[config.mk]
export PLATFORM = sky130hd
export DESIGN_NAME = button_short_long_click_detector_core
export DESIGN_NICKNAME = d
export VERILOG_FILES = /design/src/rtl/bslcd_pkg.sv /design/src/rtl/bslcd_tick.sv /design/src/rtl/button_short_long_click_detector_core.sv
export SDC_FILE = /design/constraint.sdc
export NUM_CORES = 1
export LEC_CHECK = 0
export BUFFER_PORTS_ARGS = -buffer_cell sky130_fd_sc_hd__buf_2
export CORE_ASPECT_RATIO = 0.75
export CORE_MARGIN = 2
export CORE_UTILIZATION = 41
export DETAILED_ROUTE_END_ITERATION = 16
export SLEW_MARGIN = 20
export SYNTH_ARGS = -nofsm -noshare
export SYNTH_HDL_FRONTEND = slang
export SYNTH_SLANG_ARGS = --single-unit
[constraint.sdc]
create_clock -name clock -period 5.4 [get_ports clock]
set_input_delay 0 -clock clock [delete_from_list [all_inputs] [get_ports clock]]
set_output_delay 0 -clock clock [all_outputs]
set_load 0.02 [all_outputs]
[src/rtl/bslcd_pkg.sv]
`timescale 1ns / 1ps

package bslcd_pkg;

   // counter widths
   localparam int HOLD_WIDTH  = 16;
   localparam int TIMER_WIDTH = 10;

   // register field widths
   localparam int DELAY_CFG_WIDTH = 10;
   localparam int LIMIT_CFG_WIDTH = 16;
   localparam int CSR_DATA_WIDTH  = 16;
   localparam int CSR_INDEX_WIDTH = 2;

   // register indexes
   localparam logic [CSR_INDEX_WIDTH-1:0] CSR_DEBOUNCE     = 2'd0;
   localparam logic [CSR_INDEX_WIDTH-1:0] CSR_CHECK_PERIOD = 2'd1;
   localparam logic [CSR_INDEX_WIDTH-1:0] CSR_SHORT_LIMIT  = 2'd2;
   localparam logic [CSR_INDEX_WIDTH-1:0] CSR_LONG_LIMIT   = 2'd3;

   // register reset values
   localparam logic [DELAY_CFG_WIDTH-1:0] DEBOUNCE_RESET     = 10'd20;
   localparam logic [DELAY_CFG_WIDTH-1:0] CHECK_PERIOD_RESET = 10'd100;
   localparam logic [LIMIT_CFG_WIDTH-1:0] SHORT_LIMIT_RESET  = 16'd500;
   localparam logic [LIMIT_CFG_WIDTH-1:0] LONG_LIMIT_RESET   = 16'd1000;

   localparam logic [HOLD_WIDTH-1:0]  HOLD_MAX  = {HOLD_WIDTH{1'b1}};
   localparam logic [TIMER_WIDTH-1:0] TIMER_MAX = {TIMER_WIDTH{1'b1}};

   typedef enum logic [1:0] {
      NO_CLICK    = 2'd0,
      CLICK_SHORT = 2'd1,
      CLICK_LONG  = 2'd2
   } click_type;

   typedef struct packed {
      logic [DELAY_CFG_WIDTH-1:0] debounce_ticks;
      logic [DELAY_CFG_WIDTH-1:0] check_period_ticks;
      logic [LIMIT_CFG_WIDTH-1:0] short_limit_ticks;
      logic [LIMIT_CFG_WIDTH-1:0] long_limit_ticks;
   } cfg_type;

   typedef struct packed {
      logic      pressed_now;
      click_type click_event;
   } result_type;

   // timer load value, saturated at the timer range
   function automatic logic [TIMER_WIDTH-1:0] timer_load(
      input logic [DELAY_CFG_WIDTH-1:0] value
   );
      logic [31:0] wide;
      wide = 32'(value);
      if (wide > 32'(TIMER_MAX)) begin
         return TIMER_MAX;
      end
      return TIMER_WIDTH'(wide);
   endfunction

endpackage

[src/rtl/bslcd_tick.sv]
`timescale 1ns / 1ps

module bslcd_tick (
   input  logic                 clock,
   input  logic                 reset,
   input  logic                 step,
   input  logic                 pin_level,
   input  bslcd_pkg::cfg_type    cfg,
   output bslcd_pkg::result_type result
);
   import bslcd_pkg::*;

   logic                   prev_ff,    prev_in;
   logic                   armed_ff,   armed_in;
   logic [TIMER_WIDTH-1:0] count_ff,   count_in;
   logic                   pressed_ff, pressed_in;
   logic [HOLD_WIDTH-1:0]  hold_ff,    hold_in;
   logic                   long_ff,    long_in;

   always_comb begin
      logic [HOLD_WIDTH-1:0] hold_inc;
      click_type             ev;
      hold_inc = hold_ff;
      if (pressed_ff && (hold_ff != HOLD_MAX)) begin
         hold_inc = hold_ff + 1'b1;
      end
      prev_in    = prev_ff;
      armed_in   = armed_ff;
      count_in   = count_ff;
      pressed_in = pressed_ff;
      hold_in    = hold_inc;
      long_in    = long_ff;
      ev         = NO_CLICK;

      if (pin_level != prev_ff) begin
         // edge re-arms the debounce timer
         prev_in  = pin_level;
         armed_in = 1'b1;
         count_in = timer_load(cfg.debounce_ticks);
      end else if (armed_ff) begin
         if (count_ff <= TIMER_WIDTH'(1)) begin
            armed_in = 1'b0;
            count_in = '0;
            if (pin_level != pressed_ff) begin
               if (pin_level) begin
                  // new press
                  pressed_in = 1'b1;
                  hold_in    = '0;
                  long_in    = 1'b0;
                  armed_in   = 1'b1;
                  count_in   = timer_load(cfg.check_period_ticks);
               end else begin
                  // release
                  pressed_in = 1'b0;
                  if (!long_ff &&
                      (32'(hold_inc) < 32'(cfg.short_limit_ticks))) begin
                     ev = CLICK_SHORT;
                  end
               end
            end else if (pressed_ff && !long_ff) begin
               // periodic check while held
               if (32'(hold_inc) >= 32'(cfg.long_limit_ticks)) begin
                  long_in = 1'b1;
                  ev      = CLICK_LONG;
               end
               armed_in = 1'b1;
               count_in = timer_load(cfg.check_period_ticks);
            end
         end else begin
            count_in = count_ff - 1'b1;
         end
      end

      result.click_event = ev;
      result.pressed_now = pressed_in;
   end

   always_ff @(posedge clock) begin
      if (reset) begin
         prev_ff    <= 1'b0;
         armed_ff   <= 1'b0;
         count_ff   <= '0;
         pressed_ff <= 1'b0;
         hold_ff    <= '0;
         long_ff    <= 1'b0;
      end else if (step) begin
         prev_ff    <= prev_in;
         armed_ff   <= armed_in;
         count_ff   <= count_in;
         pressed_ff <= pressed_in;
         hold_ff    <= hold_in;
         long_ff    <= long_in;
      end
   end

endmodule

[src/rtl/button_short_long_click_detector_core.sv]
`timescale 1ns / 1ps
// an accepted req beat passes through the input register and then the result register to its rsp beat
// throughput: one tick per cycle while rsp_tready stays high; bslcd_tick updates its state once per tick
// a stalled rsp side holds one result and one more tick in the input register
// reset (synchronous, active high) clears the detector state and both stage valids,
// and loads the csr registers with 20, 100, 500 and 1000 ticks

module button_short_long_click_detector_core (
   input  logic                                  clock,
   input  logic                                  reset,
   // tick input channel
   input  logic                                  req_tvalid,
   output logic                                  req_tready,
   input  logic [7:0]                            req_tdata,  // [0] pin_level, [7:1] ignored
   // result channel
   output logic                                  rsp_tvalid,
   input  logic                                  rsp_tready,
   output logic [7:0]                            rsp_tdata,  // [1:0] click_event, [2] pressed_now
   // configuration writes
   input  logic                                  csr_we,
   input  logic [bslcd_pkg::CSR_INDEX_WIDTH-1:0] csr_index,
   input  logic [bslcd_pkg::CSR_DATA_WIDTH-1:0]  csr_wdata
);
   import bslcd_pkg::*;

   // configuration registers
   cfg_type cfg_ff;

   always_ff @(posedge clock) begin
      if (reset) begin
         cfg_ff.debounce_ticks     <= DEBOUNCE_RESET;
         cfg_ff.check_period_ticks <= CHECK_PERIOD_RESET;
         cfg_ff.short_limit_ticks  <= SHORT_LIMIT_RESET;
         cfg_ff.long_limit_ticks   <= LONG_LIMIT_RESET;
      end else if (csr_we) begin
         unique case (csr_index)
            CSR_DEBOUNCE:     cfg_ff.debounce_ticks     <= csr_wdata[DELAY_CFG_WIDTH-1:0];
            CSR_CHECK_PERIOD: cfg_ff.check_period_ticks <= csr_wdata[DELAY_CFG_WIDTH-1:0];
            CSR_SHORT_LIMIT:  cfg_ff.short_limit_ticks  <= csr_wdata[LIMIT_CFG_WIDTH-1:0];
            CSR_LONG_LIMIT:   cfg_ff.long_limit_ticks   <= csr_wdata[LIMIT_CFG_WIDTH-1:0];
            default: ;
         endcase
      end
   end

   // input stage: one sampled tick waiting for the detector
   logic in_valid_ff;
   logic in_pin_ff;
   // result stage
   logic       out_valid_ff;
   result_type out_result_ff;
   result_type step_result;

   // the detector steps when the input stage moves into a free result register
   logic advance;
   assign advance = in_valid_ff && (!out_valid_ff || rsp_tready);

   // input stage frees up in the same cycle it hands its tick on
   assign req_tready = !in_valid_ff || advance;

   always_ff @(posedge clock) begin
      if (reset) begin
         in_valid_ff <= 1'b0;
      end else if (req_tready) begin
         in_valid_ff <= req_tvalid;
      end
   end

   // payload needs no reset
   always_ff @(posedge clock) begin
      if (req_tready && req_tvalid) begin
         in_pin_ff <= req_tdata[0];
      end
   end

   // detector state and per-tick update
   bslcd_tick u_tick (
      .clock     (clock),
      .reset     (reset),
      .step      (advance),
      .pin_level (in_pin_ff),
      .cfg       (cfg_ff),
      .result    (step_result)
   );

   always_ff @(posedge clock) begin
      if (reset) begin
         out_valid_ff <= 1'b0;
      end else if (advance) begin
         out_valid_ff <= 1'b1;
      end else if (rsp_tready) begin
         out_valid_ff <= 1'b0;
      end
   end

   always_ff @(posedge clock) begin
      if (advance) begin
         out_result_ff <= step_result;
      end
   end

   assign rsp_tvalid = out_valid_ff;
   assign rsp_tdata  = {5'b0, out_result_ff.pressed_now, out_result_ff.click_event};

endmodule
; ---- After elaboration in Yosys (flattened, before gate mapping)
; Cells that the tools add are included.
[word_totals]
regBits = 88
input_bits = 31
[op_classes]
addsub = 2
order_cmp = 3
n_eq_ne = 7
n_mux = 33
n_bitwise = 3
n_reduce_logical = 23
[op_table]
columns = operator, count
row1 = two-way mux 16 bit, 6
row2 = two-way mux 10 bit, 6
row3 = two-way mux 1 bit, 17
row4 = adder 16 x 1 -> 16 bit (second input constant), 1
row5 = greater-or-equal comparator 16 bit, 1
row6 = less-than comparator 16 bit, 1
row7 = != test 16 bit (second input constant), 1
row8 = AND reduction 2 bit, 6
row9 = less-or-equal comparator 10 x 1 -> 1 bit (second input constant), 1
row10 = subtractor 10 x 1 -> 10 bit (second input constant), 1
row11 = two-way mux 2 bit, 4
row12 = nonzero test 2 bit, 4
row13 = AND reduction 7 bit, 1
row14 = logical AND 1 bit, 5
row15 = equality test 2 bit (second input constant), 2
row16 = zero test 1 bit, 3
row17 = NOT 1 bit, 3
row18 = OR reduction 3 bit, 1
row19 = equality test 2 x 1 -> 1 bit (second input constant), 1
row20 = zero test 2 bit, 1
row21 = logical OR 1 bit, 2
row22 = != test 1 bit, 2
row23 = != test 2 bit (second input constant), 1

; ---- Depth between registers and ports, before layout
[depth]
depth_word = 8
depth_mapped = 13

; ---- Modules after synthesis
; Synthesis repeated with hierarchy kept, for this count alone.
[unflattened]
hier_cells = 595
hier_area_um2 = 5232.5
[by_module_without_submodules]
columns = module, instances, cells_each, area_per_inst_um2, seq_area_each_um2
row1 = bslcd_tick, 1, 372, 2860.2, 600.6
row2 = button_short_long_click_detector_core, 1, 223, 2372.3, 1201.2

; ---- Worst setup path before layout
; OpenSTA, ideal clock, no wires.
[synth_path]
kind = register -> register
from = register u_tick.hold_ff[0]
to = register out_result_ff, in the netlist rsp_tdata[0] (data pin)
arrival_ns = 2.601
required_ns = 5.248
path_slack_ns = 2.647
stages_incl_launch_ff = 13
n_path_buf = 1
synth_period_minus_slack_ns = 2.753
cell_sequence = dfxtp_1 -> ha_1 -> nand4_1 -> o41a_1 -> buf_2 -> and4_1 -> xor2_1 -> ha_1 -> and4_1 -> a221oi_1 -> or2_2 -> nand4_1 -> a31oi_1
[synth_via]
elab_chain_cells = 8
elab_cells_between_ends = 9
[synth_rtl]
columns = element, line
row1 = start: declaration, bslcd_tick.sv:17  ; logic [HOLD_WIDTH-1:0] hold_ff, hold_in;
row2 = start signal: assignment, bslcd_tick.sv:91  ; hold_ff <= hold_in;
row3 = "parallel branches: the longest is 2 deep, another holds adder 16 x 1 -> 16 bit", --
row4 = two-way mux 16 bit *, bslcd_tick.sv:24  ; if (pressed_ff && (hold_ff != HOLD_MAX)) begin
row5 = less-than comparator 16 bit *, bslcd_tick.sv:56  ; (32'(hold_inc) < 32'(cfg.short_limit_ticks))) begin
row6 = logical AND 1 bit *, bslcd_tick.sv:55  ; if (!long_ff &&
row7 = two-way mux 1 bit *, bslcd_tick.sv:55
row8 = two-way mux 2 bit *, bslcd_tick.sv:45  ; if (pin_level) begin
row9 = two-way mux 2 bit *, bslcd_tick.sv:44  ; if (pin_level != pressed_ff) begin
row10 = end signal: assignment, button_short_long_click_detector_core.sv:98  ; out_result_ff <= step_result;
row11 = end: declaration, button_short_long_click_detector_core.sv:51  ; result_type out_result_ff;
; Every way passes the cells marked *.
; A chain may end at the register's enable or synchronous reset.

; ---- Worst setup path after layout
; Same ends and word-level chain as after synthesis.

==> summary.txt <==
Status
  – Status: finished clean

Cells and area
  – Nets: 701
  – Area Overhead vs Synth: 14.8%
  – # fillers: 1144
  – Final Util: 0.481
  – N_diodes: 0
  – Layout cells sized above 1: 0.0969

Route
  – Drt total wl: 12200 um
  – WL/cell: 15.2 um
  – Post-detailed-route via-to-cell ratio: 5.40
  – Via count: 4330
  – Routed Antenna Nets: 0
  – DRT iter0 DRCs: 345
  – DR pass1 iterations: 5
  – Drt drc: 0

Global routing
  – Vias in the first global route: 3915
  – Global-route wire length before repair: 19700 um
  – Total GRT Usage: 0.196
  – Largest net degree at the start of global routing: 77
  – Initial antenna violation count: 0
  – Total gr overflow: 0

Power and ir drop
  – Total power: 0.00147 W
  – Combinational fraction of design power: 0.139
  – VDD IR-drop max: 158 uV
  – PwrDens: 264 nW/um2
  – Sw frac: 0.276
  – Part of the power in registers: 0.472
  – Clock power share: 0.389
  – Internal: 0.00107 W
  – Lkg Pwr: 2.24 nW
  – NetSw: 0.000406 W

Clocking
  – Clock slew at reported path FFs: 0.06 ns
  – TritonCTS Buffers: 9
  – Clock root buffer: clkbuf_16
  – Longest Clk Path Bufs: 2
  – Sink Count: 88
  – Clk Latency, worst-skew pair: 0.34 ns
  – H-tree depth: 3
  – CTS tree: yes
  – Post-CTS sizing: 0

Critical path
  – Worst Path Arrival: 3.72 ns
  – Max FO, Critical Path: 9
  – CP Class: reg -> reg
  – Max incr delay on CP: 0.48 ns
  – Crit path required time: 5.51 ns
  – CP Cell Sequence: ha_1 -> nand4_1 -> o41a_1 -> and4_1 -> xor2_1 -> ha_1 -> and4_1 -> a221oi_1 -> or2_2 -> nand4_1 -> a31oi_1
  – Slowest CP cell: o41a_1
  – Type of origin of the critical path: register
  – Worst setup EP type: register

Yosys
  – Yosys reg bits: 88
  – Synth cell types: 55
  – Area contributors post-synth: dfxtp_1 (35%), ha_1 (9.0%), nand2_1 (8.4%), a21oi_1 (6.3%), nor2_1 (3.2%)
  – Post-synth top area share: 0.347
  – Post-synth EDFFs: 4
  – Leading area contributor after synthesis: dfxtp_1
  – Post-synthesis cell count: 598
  – Asr flop ratio synth: 0
  – Part of the Yosys area used for sequential elements: 0.372
  – Cell area after synthesis: 4850 um2
  – Mapped Avg Cell Area: 8.11 um2
  – Yosys synthesis warning count: 0
  – Ys flop type: dfxtp_1

Floorplanning
  – Row count: 34
  – Die Wd: 130 um
  – Core Region: 11600 um2
  – Starting Density: 0.419
  – Die ar.: 12700 um2
  – # IOs: 41
  – Die height: 98.2 um

Timing
  – Unrepaired setup endpoints after global routing: false
  – Final Hold Vio Count: 0
  – Final min period: 3.61 ns
  – FMAX: 0.277 GHz
  – Max Slew Vio Count: 0
  – Post-route clock skew: 0.00641 ns
  – Max_slew headroom: 0.335
  – Worst Tran Pin Value: 0.991 ns
  – Final setup violation count: 0
  – TNS Setup: 0 ns
  – Period utilization: 0.669

Placed design
  – Hpwl dp: 8530 um
  – Port Buffers: 28
  – GPL Wtd Cong: 0.893

Run
  – Max Cap Violations: 0

Hold path
  – Hold Crit Class: in -> reg
==> logic make-up (layout without fill, tap and decap cells) <==
kind of cell,after synthesis,in the layout,synth area share
fa+ha+maj,35,35,0.0903
other cells,1,5,0.000773
buf+inv,67,105,0.0586
flops,88,88,0.372
xor+xnor,20,20,0.0377
compound gates,139,139,0.177
mux,10,10,0.0209
simple gates,238,238,0.243
==> power by group through the flow <==
| stage | Sequential [W] | Clock, W | Combinational (W) |
|---|---|---|---|
| 4_1_cts | 0.000694 | 0.000583 | 0.000202 |
| 6_report | 0.000695 | 0.000573 | 0.000204 |
| 3_5_place_dp | 0.000709 | 0 | 0.000190 |
| 5_1_grt | 0.000697 | 0.000609 | 0.000228 |
| 2_1_floorplan | 0.000706 | 0 | 0.000144 |
| 3_3_place_gp | 0.000708 | 0 | 0.000187 |
==> per-stage QoR <==
step | area, um2 | setup slack [ns] | cells | hold slack [ns]
2_1_floorplan | 4860 | 2.65 | 602 | 0.0989
3_3_place_gp | 5100 | 2.02 | 767 | 0.181
3_5_place_dp | 5100 | 1.94 | 767 | 0.184
4_1_cts | 5550 | 1.83 | 802 | 0.160
5_1_grt | 5570 | 1.65 | 802 | 0.203
6_report | 5570 | 1.79 | 802 | 0.172
==> state kept, by name, indices dropped and copies added (netlist names), 3 cells and up <==
signal and count:
cfg_ff 52, u_tick.count_ff 10, rsp_tdata 3, u_tick.hold_ff 16
==> repair_timing <==
item                                   CTS  global route
setup endpoints to repair                0             0
endpoints found under the hold margin   55             0
hold buffers                            19             0
buffers inserted                         0             0
==> worst paths after layout <==
kind / slack, ns / from / cells after the start / to
max: 1.79 / u_tick.hold_ff[0]$_SDFFE_PP0P_ / 11 / rsp_tdata[0]$_SDFFCE_PP0P_
min: 0.17 / csr_index[1] / 4 / cfg_ff[51]$_SDFFE_PP0P_
max reg2reg: 1.79 / u_tick.hold_ff[0]$_SDFFE_PP0P_ / 11 / rsp_tdata[0]$_SDFFCE_PP0P_
min reg2reg: 0.45 / cfg_ff[11]$_SDFFE_PP0P_ / 2 / cfg_ff[11]$_SDFFE_PP0P_
==> worst max-delay path: cells and delay by family (launching register included) <==
| family | cells | cell delay, ns |
|---|---|---|
| AOI/OAI and AO/OA | 3 | 1.09 |
| xor gates and xnor gates | 1 | 0.35 |
| adders and majority gates | 2 | 0.61 |
| DFF | 1 | 0.46 |
| and+or+nand+nor | 5 | 0.86 |
==> synth_stat cells (3+ instances only) <==
master	number
nand2_1	108
dfxtp_1	84
a21oi_1	61
nor2_1	41
inv_1	39
ha_1	35
clkbuf_1	18
o21ai_0	18
a31oi_1	15
nand3_1	14
xnor2_1	14
nand3b_1	11
a211oi_1	9
and3_1	9
mux2i_1	9
nand4_1	9
nor3_1	9
a211o_1	8
o211ai_1	8
buf_4	6
or3_1	6
nor2b_1	5
xor2_1	5
a22o_1	4
edfxtp_1	4
or2_2	4
and4_1	3
nand2b_1	3
nor3b_1	3
or4_1	3
==> layout by cell type, fill, tap and decap left out, types with 6 or more instances in the layout <==
master and instances:
nand2_1 108, dfxtp_1 84, a21oi_1 61, nor2_1 40
inv_1 39, ha_1 35, buf_2 28, dlygate4sd3_1 19
o21ai_0 18, a31oi_1 15, xnor2_1 14, nand3_1 14
nand3b_1 11, nor3_1 9, and3_1 9, nand4_1 9
mux2i_1 9, a211oi_1 9, clkbuf_16 9, a211o_1 8
o211ai_1 8, or3_1 6
==> cell type report <==
class | instances | area [um2] | area share
flip-flops and latches | 88 | 1800 | 0.324
clock inverters | 5 | 32.5 | 0.00584
inverters | 39 | 146 | 0.0263
clock buffers | 11 | 233 | 0.0418
repair buffers | 50 | 353 | 0.0634
multi-input cells | 447 | 2800 | 0.503
well taps | 162 | 203 | 0.0364
==> metal layers <==
layer	wire, um	global-route usage	part of all wire	up-vias
met5	0	0	0	-
met3	640	0.0422	0.052	15
met2	4990	0.277	0.41	118
met4	122	0.0447	0.010	0
li1	-	-	-	2166
met1	6470	0.302	0.53	2031
Note: power is estimated with default switching activity, not from simulation.
